===== config.mk =====
export PLATFORM = sky130hd
export DESIGN_NAME = mgh_map
export DESIGN_NICKNAME = d
export VERILOG_FILES = /design/src/rtl/mgh_pkg.sv /design/src/rtl/mgh_map.sv
export SDC_FILE = /design/constraint.sdc
export NUM_CORES = 1
export LEC_CHECK = 0
export BUFFER_PORTS_ARGS = -buffer_cell sky130_fd_sc_hd__buf_2
export CORE_UTILIZATION = 30
export CTS_CLUSTER_SIZE = 24
export DETAILED_ROUTE_END_ITERATION = 7
export PLACE_DENSITY = 0.79
export SYNTH_ARGS = -nofsm -noshare
export SYNTH_HDL_FRONTEND = slang
export SYNTH_SLANG_ARGS = --single-unit

===== constraint.sdc =====
create_clock -name clk_i -period 0.95 [get_ports clk_i]
set_input_delay 0.095 -clock clk_i [delete_from_list [all_inputs] [get_ports clk_i]]
set_output_delay 0.095 -clock clk_i [all_outputs]
set_load 0.02 [all_outputs]

===== src/rtl/mgh_pkg.sv =====
`timescale 1ns / 1ps
`default_nettype none
// ----------------------------------------------------------------------------
// mgh_pkg
// Types, constants and helper functions shared by the mass grid histogram.
// ----------------------------------------------------------------------------
package mgh_pkg;

  localparam int unsigned GRID_SIZE_DEF = 128;
  localparam int unsigned STORE_DEPTH   = 16384;
  localparam int unsigned ADDR_W        = 14;
  localparam int unsigned MASS_W        = 48;
  localparam int unsigned PMASS_W       = 32;
  localparam int unsigned COORD_W       = 32;
  localparam int unsigned QUO_W         = 16;
  localparam int unsigned FRAC_W        = 17;
  localparam int unsigned COLOR_W       = 8;
  localparam int unsigned GAIN_W        = 15;
  localparam int unsigned CNT_W         = 4;

  localparam logic [MASS_W-1:0]  MASS_MAX   = '1;
  localparam logic [FRAC_W-1:0]  FRAC_ONE   = 17'h10000;
  localparam logic [GAIN_W-1:0]  GAIN_RED   = 15'd25500;
  localparam logic [GAIN_W-1:0]  GAIN_GREEN = 15'd2550;
  localparam logic [GAIN_W-1:0]  GAIN_BLUE  = 15'd255;
  localparam logic [CNT_W-1:0]   DIV_LAST   = 4'd15;
  localparam logic [COLOR_W-1:0] COLOR_MAX  = 8'hFF;

  typedef enum logic [1:0] {
    ACT_DEPOSIT = 2'd0,
    ACT_READ    = 2'd1,
    ACT_FRAME   = 2'd2
  } action_e;

  typedef enum logic [2:0] {
    ST_IDLE,
    ST_MAP,
    ST_DEP_WR,
    ST_RD_WAIT,
    ST_DIV,
    ST_DONE
  } ctrl_state_e;

  typedef struct packed {
    logic [1:0]                action;
    logic signed [COORD_W-1:0] x_coord;
    logic signed [COORD_W-1:0] y_coord;
    logic [PMASS_W-1:0]        particle_mass;
    logic [ADDR_W-1:0]         cell_index;
  } in_item_t;

  typedef struct packed {
    logic               dropped;
    logic [COLOR_W-1:0] red;
    logic [COLOR_W-1:0] green;
    logic [COLOR_W-1:0] blue;
  } out_item_t;

  typedef struct packed {
    logic              re;
    logic              we;
    logic [ADDR_W-1:0] addr;
    logic [MASS_W-1:0] wdata;
  } mem_req_t;

  typedef struct packed {
    logic              busy;
    logic              done;
    logic [FRAC_W-1:0] frac;
  } div_stat_t;

  function automatic logic [MASS_W-1:0] sat_add(input logic [MASS_W-1:0] a,
                                                input logic [PMASS_W-1:0] b);
    logic [MASS_W:0] sum;
    sum = {1'b0, a} + (MASS_W+1)'(b);
    return sum[MASS_W] ? MASS_MAX : sum[MASS_W-1:0];
  endfunction

  function automatic logic [COLOR_W-1:0] channel(input logic [FRAC_W-1:0] frac,
                                                 input logic [GAIN_W-1:0] gain);
    logic [32:0] prod;
    logic [16:0] v;
    prod = 33'(frac) * 33'(gain) + 33'd32768;
    v    = prod[32:16];
    return (v > 17'd255) ? COLOR_MAX : v[COLOR_W-1:0];
  endfunction

endpackage
`default_nettype wire


===== src/rtl/mgh_map.sv =====
`timescale 1ns / 1ps
`default_nettype none
// ----------------------------------------------------------------------------
// mgh_map
// Two-stage coordinate to cell mapping: grid cells per axis, then the
// store index and the out-of-store check.
// ----------------------------------------------------------------------------
module mgh_map
  import mgh_pkg::*;
#(
  parameter int unsigned GRID_SIZE = GRID_SIZE_DEF
) (
  input  wire logic                      clk_i,
  input  wire logic                      rst_ni,
  input  wire logic                      start_i,
  input  wire logic signed [COORD_W-1:0] x_coord_i,
  input  wire logic signed [COORD_W-1:0] y_coord_i,
  output logic                           done_o,
  output logic [ADDR_W-1:0]              addr_o,
  output logic                           dropped_o
);

  localparam int unsigned CW = $clog2(GRID_SIZE);
  localparam int unsigned PW = COORD_W + CW + 1;
  localparam int unsigned IW = (2 * CW > ADDR_W) ? 2 * CW : ADDR_W + 1;
  localparam logic [CW:0] GRID_L = (CW+1)'(GRID_SIZE);

  logic [COORD_W-1:0] xb, yb;
  logic [PW-1:0]      xp, yp;
  logic [CW-1:0]      xc_d, yc_d, xc_q, yc_q;
  logic [IW-1:0]      idx_d, idx_q;
  logic               v1_q, v2_q;

  // offset binary, then scale by grid size and keep the integer part
  assign xb    = {~x_coord_i[COORD_W-1], x_coord_i[COORD_W-2:0]};
  assign yb    = {~y_coord_i[COORD_W-1], y_coord_i[COORD_W-2:0]};
  assign xp    = PW'(xb) * PW'(GRID_L);
  assign yp    = PW'(yb) * PW'(GRID_L);
  assign xc_d  = xp[COORD_W +: CW];
  assign yc_d  = yp[COORD_W +: CW];
  assign idx_d = IW'(xc_q) * IW'(GRID_L) + IW'(yc_q);

  always_ff @(posedge clk_i or negedge rst_ni) begin
    if (!rst_ni) begin
      v1_q <= 1'b0;
      v2_q <= 1'b0;
    end else begin
      v1_q <= start_i;
      v2_q <= v1_q;
    end
  end

  always_ff @(posedge clk_i) begin
    if (start_i) begin
      xc_q <= xc_d;
      yc_q <= yc_d;
    end
    if (v1_q) begin
      idx_q <= idx_d;
    end
  end

  assign done_o    = v2_q;
  assign addr_o    = idx_q[ADDR_W-1:0];
  assign dropped_o = (idx_q >= IW'(STORE_DEPTH));

endmodule
`default_nettype wire


==> impl_results.md <==
- Post-DR wirelength/cell: roughly 12 µm
- Htree depth: 2
- DP Area: roughly 1100 µm²
- Clock group share of total power: a little over a quarter
- Final period util: between 90 and 100%
- Time the worst path needs with I/O delays and setup: roughly 950 ps
- Worst Hold Depth: 1
- Clock-pin slew on the worst setup and hold paths: roughly 90 ps
- GR Overflow Total: 0
- Post-Syn Area: between 900 and 1000 µm²
- Critical-path cell list: buf_2
- Clock sink count: 30
- Routed WL: ~1400 µm
- # rows: 19
- Routed vias: around 500
- Gr usage total: under 10%
- CP max FO: 1
- Placed cell count: 96
- Net Count, Synth: slightly above 100
- CTS buffer count: 5
- Antenna violations before repair: 0
- Worst r2r dst: idx_q[13]$_DFFE_PP_
- CP Data Required Time: 850 ps
- Post-CTS Setup Inserts: 0
- Failing checks: DRC
- CP top delay family: flip-flops
- Hold Path Sink: v1_q$_DFF_PN0_
- Hold Path Origin: start_i
- Final Total Pwr: between 2 and 3 mW
- Remaining DRCs: 4
- Bufs on Longest Clock Path: 2
- 1st-iter DRT viols: 9
- Crit-path slowest cell: edfxtp_1
- Core Util, Final: 48.7%
- Final setup margin: between 2 and 2.5 ps
- Pwr dens: 1870 nW/µm²
- Fin. Hold Viols: 0
- First-pass GRT wire length: about 2000 µm
- RSZ-0062 raised after global routing: true
- #FFs+latches synth: 30
- Register-to-register setup slack: 100 ps
- CTS tree: yes
- Worst-Skew Late Latency: just over 300 ps
- DR vias/cell: ~4.2
- Class of the worst hold path: input pin to register
- Slew Viols, Final: 0
- Max Cap Viol: 0
- Worst path bufs/invs: 1
- Worst r2r src: v1_q$_DFF_PN0_
- Setup-failing EPs final: 0
- R2R depth: 1
- CP Class: register to output pin
- Fin area: ~1400 µm²
- Peak supply drop: 870 µV
- YS warnings: 0
- Die height: 57.1 µm
- Initial Utilization: 32.4%
- Cell variety after synth: 5
- Post-route ant nets: 0
- PortBufs: 31
- Area growth syn-to-layout: 50.2%
- Largest net degree at the start of global routing: 16
- Core Area: roughly 2800 µm²
- Sw frac: about 22%
- Die Span X: between 50 and 60 µm
- First-pass detailed-route iteration total: 7
- Sequential share of the synthesized area: between 90% and 100%
- Sequential power share: around 63%
- HPWL Detailed: 837 µm
- Diode count: 0
- Most frequent cells in the layout: edfxtp_1 (28), buf_2 (23), dlygate4sd3_1 (15), buf_6 (8), clkbuf_4 (5)
- Syn Inst Count: 34
- I/O pin total: 83
- DP Worst Slack: 109 ps
- Internal power: approximately 2 mW
- Clock root cell: clkbuf_4
- Worst Clk Skew: slightly below 6 ps
- Non-filler instance count after layout: roughly 120
- Fin nets: about 150
- Fmax: 1060 MHz
- Commonest non-fill, non-tap cell in the layout: edfxtp_1
- Worst setup EP type: output pin
- Switch Pwr: 0.568 mW
- Setup crit start kind: register
- Worst Path Arrival: about 850 ps
- Vias in the first global route: a little over 500
- Fraction of layout instances using a drive strength above 1: 43.2%
- Logic pwr share: approximately 11%
- Leakage power: approximately 0.55 nW
- Slowest stage delay, CP: around 370 ps
- Post-Syn Area per Cell: between 20 and 30 µm²
- Outcome: finished, violations left
- Routability cong.: 0.708
- Die area: 3260 µm²
-- logic make-up after synthesis --
family | Yosys count | share of synthesized area (%)
DFF | 30 | 97.9
buffers and inverters | 3 | 1.65
other | 1 | 0.412
-- metal layers --
metal	global-route usage [%]	up-vias	wire length [µm]
li1	-	233	-
met1	6.69	233	449
met2	17.5	26	780
met3	4.76	5	126
met4	7.32	0	35
met5	0	-	0
-- cells in the mapped netlist --
cell	instances	share of area [%]
inv_1	2	0.83
dfrtp_1	2	5.5
edfxtp_1	28	92
conb_1	1	0.41
buf_4	1	0.83
-- timing repair --
action	CTS	global route
hold buffers	15	0
hold endpoints to repair	16	0
gates resized for setup	0	16
setup endpoints to repair	13	15
-- how the worst max path moves through the flow --
stage / startpoint / endpoint / slack [ps] / depth (start not counted)
finish: idx_q[0]$_DFFE_PP_ / addr_o[0] / 2 / 1
global route: idx_q[1]$_DFFE_PP_ / addr_o[1] / -50 / 1
CTS: idx_q[0]$_DFFE_PP_ / addr_o[0] / -30 / 1
detailed placement: v1_q$_DFF_PN0_ / idx_q[12]$_DFFE_PP_ / 110 / 1
global placement: v1_q$_DFF_PN0_ / idx_q[0]$_DFFE_PP_ / 130 / 1
floorplan: v1_q$_DFF_PN0_ / idx_q[0]$_DFFE_PP_ / 5 / 0
-- sequential cells by signal, summed over array words and instances, names as in the netlist --
register and flops:
yc_q 7, v1_q 1, xc_q 7, done_o 1, idx_q 14
-- metrics by stage --
stage	TNS, ps	hold WS (ps)
global placement	0	-121
detailed placement	0	-119
finish	0	69.1
global route	-473	60.4
floorplan	0	-201
CTS	-132	61.5
-- final cells by class --
type | instances | area, µm²
inverters | 2 | 7.51
clock inverters | 2 | 8.76
well taps | 31 | 38.8
fillers | 249 | 1440
flip-flops and latches | 30 | 891
clock buffers | 6 | 41.3
multi-input cells | 1 | 3.75
repair buffers | 47 | 375
-- power by group through the flow --
stage | Combinational, mW | Clock (mW) | Sequential, mW
6_report | 0.280 | 0.677 | 1.60
5_1_grt | 0.295 | 0.759 | 1.61
4_1_cts | 0.249 | 0.713 | 1.59
3_5_place_dp | 0.200 | 0 | 1.62
3_3_place_gp | 0.197 | 0 | 1.62
2_1_floorplan | 0.00790 | 0 | 1.71
Note: power is estimated with default switching activity, not from simulation.
