`config.mk`:
```
export PLATFORM = sky130hd
export DESIGN_NAME = mgh_div
export DESIGN_NICKNAME = d
export VERILOG_FILES = /design/src/rtl/mgh_pkg.sv /design/src/rtl/mgh_div.sv
export SDC_FILE = /design/constraint.sdc
export NUM_CORES = 1
export LEC_CHECK = 0
export BUFFER_PORTS_ARGS = -buffer_cell sky130_fd_sc_hd__buf_2
export CAP_MARGIN = 20
export CORE_ASPECT_RATIO = 1.1
export CORE_UTILIZATION = 56
export DETAILED_ROUTE_END_ITERATION = 10
export GPL_TIMING_DRIVEN = 0
export PLACE_DENSITY = 0.77
export RECOVER_POWER = 50
export SYNTH_ARGS = -nofsm -noshare
export SYNTH_HDL_FRONTEND = slang
export SYNTH_SLANG_ARGS = --single-unit
```
`constraint.sdc`:
```
create_clock -name clk_i -period 3.6 [get_ports clk_i]
set_input_delay 0.72 -clock clk_i [delete_from_list [all_inputs] [get_ports clk_i]]
set_output_delay 0.72 -clock clk_i [all_outputs]
set_load 0.05 [all_outputs]
```
`src/rtl/mgh_pkg.sv`:
```
`timescale 1ns / 1ps
`default_nettype none
// ----------------------------------------------------------------------------
// mgh_pkg
// Types, constants and helper functions shared by the mass grid histogram.
// ----------------------------------------------------------------------------
package mgh_pkg;

  localparam int unsigned GRID_SIZE_DEF = 128;
  localparam int unsigned STORE_DEPTH   = 16384;
  localparam int unsigned ADDR_W        = 14;
  localparam int unsigned MASS_W        = 48;
  localparam int unsigned PMASS_W       = 32;
  localparam int unsigned COORD_W       = 32;
  localparam int unsigned QUO_W         = 16;
  localparam int unsigned FRAC_W        = 17;
  localparam int unsigned COLOR_W       = 8;
  localparam int unsigned GAIN_W        = 15;
  localparam int unsigned CNT_W         = 4;

  localparam logic [MASS_W-1:0]  MASS_MAX   = '1;
  localparam logic [FRAC_W-1:0]  FRAC_ONE   = 17'h10000;
  localparam logic [GAIN_W-1:0]  GAIN_RED   = 15'd25500;
  localparam logic [GAIN_W-1:0]  GAIN_GREEN = 15'd2550;
  localparam logic [GAIN_W-1:0]  GAIN_BLUE  = 15'd255;
  localparam logic [CNT_W-1:0]   DIV_LAST   = 4'd15;
  localparam logic [COLOR_W-1:0] COLOR_MAX  = 8'hFF;

  typedef enum logic [1:0] {
    ACT_DEPOSIT = 2'd0,
    ACT_READ    = 2'd1,
    ACT_FRAME   = 2'd2
  } action_e;

  typedef enum logic [2:0] {
    ST_IDLE,
    ST_MAP,
    ST_DEP_WR,
    ST_RD_WAIT,
    ST_DIV,
    ST_DONE
  } ctrl_state_e;

  typedef struct packed {
    logic [1:0]                action;
    logic signed [COORD_W-1:0] x_coord;
    logic signed [COORD_W-1:0] y_coord;
    logic [PMASS_W-1:0]        particle_mass;
    logic [ADDR_W-1:0]         cell_index;
  } in_item_t;

  typedef struct packed {
    logic               dropped;
    logic [COLOR_W-1:0] red;
    logic [COLOR_W-1:0] green;
    logic [COLOR_W-1:0] blue;
  } out_item_t;

  typedef struct packed {
    logic              re;
    logic              we;
    logic [ADDR_W-1:0] addr;
    logic [MASS_W-1:0] wdata;
  } mem_req_t;

  typedef struct packed {
    logic              busy;
    logic              done;
    logic [FRAC_W-1:0] frac;
  } div_stat_t;

  function automatic logic [MASS_W-1:0] sat_add(input logic [MASS_W-1:0] a,
                                                input logic [PMASS_W-1:0] b);
    logic [MASS_W:0] sum;
    sum = {1'b0, a} + (MASS_W+1)'(b);
    return sum[MASS_W] ? MASS_MAX : sum[MASS_W-1:0];
  endfunction

  function automatic logic [COLOR_W-1:0] channel(input logic [FRAC_W-1:0] frac,
                                                 input logic [GAIN_W-1:0] gain);
    logic [32:0] prod;
    logic [16:0] v;
    prod = 33'(frac) * 33'(gain) + 33'd32768;
    v    = prod[32:16];
    return (v > 17'd255) ? COLOR_MAX : v[COLOR_W-1:0];
  endfunction

endpackage
`default_nettype wire

```
`src/rtl/mgh_div.sv`:
```
`timescale 1ns / 1ps
`default_nettype none
// ----------------------------------------------------------------------------
// mgh_div
// Radix-2 restoring divider for the normalized cell fraction
// cell * 2^16 / total, capped at 1.0, one quotient bit per cycle.
// ----------------------------------------------------------------------------
module mgh_div
  import mgh_pkg::*;
(
  input  wire logic              clk_i,
  input  wire logic              rst_ni,
  input  wire logic              start_i,
  input  wire logic [MASS_W-1:0] num_i,
  input  wire logic [MASS_W-1:0] den_i,
  output div_stat_t              stat_o
);

  logic              busy_q, busy_d;
  logic              done_q, done_d;
  logic [CNT_W-1:0]  cnt_q, cnt_d;
  logic [MASS_W-1:0] rem_q, rem_d;
  logic [MASS_W-1:0] den_q, den_d;
  logic [QUO_W-1:0]  quo_q, quo_d;
  logic [FRAC_W-1:0] frac_q, frac_d;
  logic [MASS_W:0]   rem2;
  logic [MASS_W:0]   diff;
  logic              ge;

  assign rem2 = {rem_q, 1'b0};
  assign diff = rem2 - {1'b0, den_q};
  assign ge   = (rem2 >= {1'b0, den_q});

  always_comb begin
    busy_d = busy_q;
    done_d = 1'b0;
    cnt_d  = cnt_q;
    rem_d  = rem_q;
    den_d  = den_q;
    quo_d  = quo_q;
    frac_d = frac_q;
    if (start_i) begin
      den_d = den_i;
      rem_d = num_i;
      quo_d = '0;
      cnt_d = '0;
      if (den_i == '0) begin
        frac_d = '0;
        done_d = 1'b1;
      end else if (num_i >= den_i) begin
        frac_d = FRAC_ONE;
        done_d = 1'b1;
      end else begin
        busy_d = 1'b1;
      end
    end else if (busy_q) begin
      rem_d = ge ? diff[MASS_W-1:0] : rem2[MASS_W-1:0];
      quo_d = {quo_q[QUO_W-2:0], ge};
      cnt_d = cnt_q + 1'b1;
      if (cnt_q == DIV_LAST) begin
        busy_d = 1'b0;
        done_d = 1'b1;
        frac_d = {1'b0, quo_q[QUO_W-2:0], ge};
      end
    end
  end

  always_ff @(posedge clk_i or negedge rst_ni) begin
    if (!rst_ni) begin
      busy_q <= 1'b0;
      done_q <= 1'b0;
      cnt_q  <= '0;
    end else begin
      busy_q <= busy_d;
      done_q <= done_d;
      cnt_q  <= cnt_d;
    end
  end

  always_ff @(posedge clk_i) begin
    rem_q  <= rem_d;
    den_q  <= den_d;
    quo_q  <= quo_d;
    frac_q <= frac_d;
  end

  assign stat_o.busy = busy_q;
  assign stat_o.done = done_q;
  assign stat_o.frac = frac_q;

endmodule
`default_nettype wire

```
==> impl_metrics.ini, run 1 <==
[global_route]
grt_pass1_wl_um = 43500
grtUsageTotal = 0.3183
grt_start_max_net_pins = 33
grt_pass1_vias = 8519
antenna_found_initial = 0
gr-total-overflow = 0

[worst_setup_path]
path_cells = clkbuf_1, inv_1, ha_1, nand4_1, nor4_4, nand3_1, nor3_4, nand2_2, o221ai_1, a21oi_1, or4b_2, a21boi_4, buf_12
path_class = in -> reg
cp.arrival_ns = 3.67
critPathMaxFanout = 17
cpPeakStageDelay_ns = 0.45
required_ns = 3.74
cp-end-kind = register
crit_cells = 13
startpoint_type = primary input
slowest_stage = nor4_4
reg2reg_depth = 12
crit_buf_inv = 3
cp_top_family = simple AND/OR/NAND/NOR gates

[yosys]
synth_fp_nets = 1271
synth-seq-area-share = 0.3899
synth_cell_types = 75
synth-seq-cells = 134
async_reset_ff_frac = 0.04478
synth_edf_count = 113
synth.top_cell.area_share = 0.3442
synthesis.area_mm2 = 0.009858
synth_flop_cell = edfxtp_1
avgSynthCellArea_um2 = 9.179
synthTopCellsByArea = edfxtp_1 34%, ha_1 12%, a21oi_1 5.2%
ys_warn_count = 0
yosys.area.top_type = edfxtp_1
netlist_instances = 1074

[layout]
multi_input_comb_area_mm2 = 0.005393
final_cell_mix = 119 x inv_1, 113 x edfxtp_1, 102 x a21oi_1
nFillCells = 1487
fin_util = 0.6654
drive_gt1_frac = 0.1305
nets = 1410
diodes = 0
fin_area_mm2 = 0.01141
regArea_mm2 = 0.003844
layout_commonest_cell = inv_1
area_growth_pct = 15.70

[floorplan]
io_pins = 118
start_util = 0.5751
die_h_um = 141.2
die-area_mm2 = 0.01814
coreArea_mm2 = 0.01714
row_count = 50
die_w_um = 128.5

[sta]
final_max_slew_viol_count = 0
period_needed_ns = 3.525
tns_ns = 0
final-setup-viol-count = 0
tightest_slew_ns = 0.9007
maxSlewHeadroom = 0.3940
setup_slack_ns = 0.07516
fmax_mhz = 283.7
hold_viol_final = 0
post-route-period-util = 0.9791
fin_skew_ns = 0.009148

[run_status]
status = complete, no violations

[pwr]
switching_share = 0.4349
ir_worst_vdd_mv = 0.4430
powerDensity_mw_per_mm2 = 776.1
p_int_uw = 5002
leakage_uw = 0.005167
seqPwrFrac = 0.265
p_clk_frac = 0.207
share_comb_of_total_power = 0.528
switchingPower_uw = 3850
total_power_uw = 8852

[clock_network]
htree_levels = 4
holdBufCountCts = 0
cts_buffers = 17
clock-sinks = 134
tritoncts = yes
worst_skew_pair.late_latency_ns = 0.44
cts_root_buf = clkbuf_16
clockBufferDepth = 2
clk_pin_slew_worst_paths_ns = 0.07

[route]
wl_per_cell_um = 19.11
drtPass1Iterations = 5
viasPerCell = 5.958
drt_wl_total_um = 27900
num_vias = 8699
ant_nets = 0
first_iter_violations = 647
drc = 0

[placed_design]
gp_congestion = 0.9567
port_buffers = 117
dpl-instance-area_mm2 = 0.01078
pre_cts_ws_ns = -1.947
hpwlAfterDp_um = 21490

[min_path]
hold_class = in -> async

[run]
maxCapViolCount = 0
-- power by group through the flow --
stage | clock, uW | sequential, uW | combinational (uW)
after floorplan | 0 | 2360 | 3380
after global placement | 0 | 2360 | 4440
after detailed placement | 0 | 2360 | 4500
after CTS | 1840 | 2340 | 4570
after global routing | 1890 | 2390 | 5160
final | 1830 | 2350 | 4670
-- synthesized netlist by cell type (13+ instances only) --
| cell type | count |
|---|---|
| inv_1 | 119 |
| edfxtp_1 | 113 |
| a21oi_1 | 102 |
| ha_1 | 97 |
| nor2_1 | 97 |
| nand2_1 | 66 |
| o21ai_0 | 47 |
| a21o_1 | 32 |
| nand4_1 | 30 |
| nor2b_1 | 25 |
| mux2i_1 | 23 |
| xnor2_1 | 22 |
| buf_2 | 21 |
| clkbuf_1 | 21 |
| mux2_2 | 20 |
| nor3_1 | 20 |
| nand3_1 | 16 |
| nor4_1 | 16 |
| dfxtp_1 | 15 |
| o21bai_1 | 14 |
| xor2_1 | 13 |
-- worst paths after layout --
kind,slack [ns],startpoint,to
max,0.08,den_i[32],frac_q[14]
min,0.16,rst_ni,cnt_q[0]
max reg2reg,0.21,rem_q[9],rem_q[38]
min reg2reg,0.51,quo_q[0],quo_q[0]
max in group asynchronous,3.19,rst_ni,cnt_q[3]
min in group clk_i,0.50,den_i[33],den_q[33]
-- sequential cells by signal, summed over array words and instances, names as in the netlist --
signal and flops:
busy_q 1, den_q 48, quo_q 15, done_q 1
cnt_q 4, frac_q 17, rem_q 48
-- per-stage QoR --
step           hold slack [ns]  std cells
2_1_floorplan           0.4244       1074
3_3_place_gp            0.4669       1425
3_5_place_dp            0.4918       1427
4_1_cts                0.09991       1460
5_1_grt                 0.1756       1460
6_report                0.1571       1460
-- worst reg2reg max path: stages (launching register included) --
cell      delay [ns]
edfxtp_1        0.40
ha_1            0.29
clkbuf_1        0.26
nand2_1         0.24
nor3_1          0.31
nand4_1         0.18
o41ai_1         0.28
a211oi_1        0.11
nand2_1         0.09
buf_2           0.27
clkbuf_4        0.32
mux2i_1         0.28
o21ai_0         0.11
-- routing by layer --
layer | global-route usage | routed length [um]
met1 | 0.3831 | 11190
met4 | 0.1548 | 1151
met2 | 0.5488 | 13820
met5 | 0 | 0
met3 | 0.05351 | 1747
-- timing repair --
action | in CTS | in global routing
endpoints found under the setup margin | 19 | 34
pin swaps | 1 | 2
resized for setup | 7 | 7
setup buffers | 1 | 1
-- layout make-up --
type                       count  share of cell area
multi-input combinational    769              0.4728
sequential                   134              0.3370
timing repair buffer         121             0.05057
clock buffer                  18             0.03949
inverter                     120             0.03949
tap                          234             0.02567
buffer                        50             0.02040
clock inverter                14             0.01459
-- cell families after synthesis --
family,count (synthesis),share of synthesized area
AND/OR/NAND/NOR,314,0.1562
AO/OA/AOI/OAI,279,0.1824
buffers and inverters,171,0.06904
flip-flops,134,0.3899
adder cells (fa/ha/maj),98,0.1251
multiplexers,43,0.04620
XOR/XNOR,35,0.03109
No activity file was read; power rests on OpenSTA's default activity.
==> run 2: changes to the inputs <==
- BUFFER_PORTS_ARGS: -buffer_cell sky130_fd_sc_hd__buf_2 -> -buffer_cell sky130_fd_sc_hd__buf_4
- CTS_BUF_LIST: not set -> sky130_fd_sc_hd__clkbuf_8
- SETUP_SLACK_MARGIN: not set -> 0.5
==> run 2 against run 1 <==
  * First-iteration DRC count rose by 8.5%
  * Via count is 3.6% higher
  * Flip-flop and latch count did not move
  * Critical path depth is 1 higher
  * Critical path type unchanged
  * Highest routed layer unchanged
==> impl_metrics.ini, run 2 (same netlist as run 1, synthesis figures left out) <==
[run_status]
status = complete, no violations

[sta]
tightest_slew_ns = 0.8592
maxSlewHeadroom = 0.4219
final_max_slew_viol_count = 0
post-route-period-util = 0.9328
tns_ns = 0
fin_skew_ns = 0.01595
period_needed_ns = 3.358
fmax_mhz = 297.8
rsz0062_at_grt = yes
final-setup-viol-count = 0
hold_viol_final = 0

[floorplan]
row_count = 50
coreArea_mm2 = 0.01714
die_w_um = 128.5
start_util = 0.5751
io_pins = 118
die_h_um = 141.2
die-area_mm2 = 0.01814

[clock_network]
htree_levels = 4
clockBufferDepth = 2
cts_buffers = 17
tritoncts = yes
worst_skew_pair.late_latency_ns = 0.48
clk_pin_slew_worst_paths_ns = 0.09
clock-sinks = 134
cts_root_buf = clkbuf_8

[layout]
fin_util = 0.6994
drive_gt1_frac = 0.1934
nets = 1430
stdcell_count = 1480
area_growth_pct = 21.61
final_cell_mix = 113 x edfxtp_1, 109 x inv_1, 95 x nor2_1
fin_area_mm2 = 0.01199
largestRegisters = den_q (48), rem_q (48), frac_q (17)
layout_commonest_cell = edfxtp_1
diodes = 0

[global_route]
grtUsageTotal = 0.3304
antenna_found_initial = 0
grt_start_max_net_pins = 52
grt_pass1_vias = 8766
gr-total-overflow = 0
grt_pass1_wl_um = 45400

[route]
first_iter_violations = 702
viasPerCell = 6.086
wl_per_cell_um = 19.72
drtPass1Iterations = 5
drc = 0
num_vias = 9008
ant_nets = 0
drt_wl_total_um = 29190

[pwr]
ir_worst_vdd_mv = 0.3251
powerDensity_mw_per_mm2 = 740.4
leakage_uw = 0.005280
total_power_uw = 8877

[worst_setup_path]
critPathMaxFanout = 4
path_class = in -> reg
cp.arrival_ns = 3.56
cp-end-kind = register
startpoint_type = primary input
required_ns = 3.80

[placed_design]
hpwlAfterDp_um = 21580
placed_cells = 1426
port_buffers = 117
gp_congestion = 0.9419
dpl-instance-area_mm2 = 0.01107

[min_path]
hold_class = in -> async

[run]
maxCapViolCount = 0
-- run 2: metrics by stage --
step           hold slack, ns  setup WS (ns)
3_3_place_gp           0.4689         -1.428
2_1_floorplan          0.4244         0.5114
4_1_cts               0.02803         0.4847
6_report               0.1278         0.2417
5_1_grt                0.1328         0.1992
3_5_place_dp           0.4952         -1.382
-- run 2: final timing paths --
path | startpoint | endpoint | slack (ns) | cells past startpoint
max in group asynchronous | rst_ni | cnt_q[1] | 3.21 | 1
max reg2reg | rem_q[8] | rem_q[32] | 0.58 | 11
min in group clk_i | den_i[39] | den_q[39] | 0.49 | 1
min reg2reg | quo_q[14] | quo_q[14] | 0.51 | 2
max | den_i[43] | frac_q[3] | 0.24 | 14
min | rst_ni | cnt_q[0] | 0.13 | 1
-- run 2: cell type report --
type	count	area, um2
multi-input cells	769	5782
repair buffers	140	888.4
fillers	1433	5152
plain buffers	51	285.3
well taps	234	292.8
flip-flops and latches	134	3844
clock buffers	17	234.0
clock inverters	15	201.4
inverters	120	461.7
-- run 2: what timing repair did --
action / 4_1_cts / 5_1_grt
pin swaps: 10 / 15
setup endpoints to repair: 68 / 66
gates resized for setup: 52 / 88
gates cloned: 1 / 1
hold buffers: 0 / 0
setup buffers: 10 / 10
-- run 2: routing by layer --
metal	global-route usage	vias to the layer above	wire length (um)
met2	0.5718	370	14440
met3	0.04820	101	1689
met1	0.3932	4319	11580
met4	0.1796	0	1471
li1	-	4218	-
met5	0	-	0
-- run 2: report_power, final --
group	total [uW]	internal, uW	switching [uW]	leakage (uW)
Combinational	5110	2080	3030	0.00372
Clock	1420	663	755	0.000223
Sequential	2350	2150	206	0.00134
-- run 2: critical path, cell delays in order --
cell and delay [ns]:
clkbuf_1 0.20, inv_4 0.06, ha_4 0.26, nand4_1 0.22, nor4_4 0.42, nand3_2 0.18, nor3_4 0.32, nand2_4 0.16
o221ai_4 0.23, a21oi_2 0.08, or4b_4 0.24, a21boi_4 0.20, buf_6 0.14, clkbuf_16 0.13
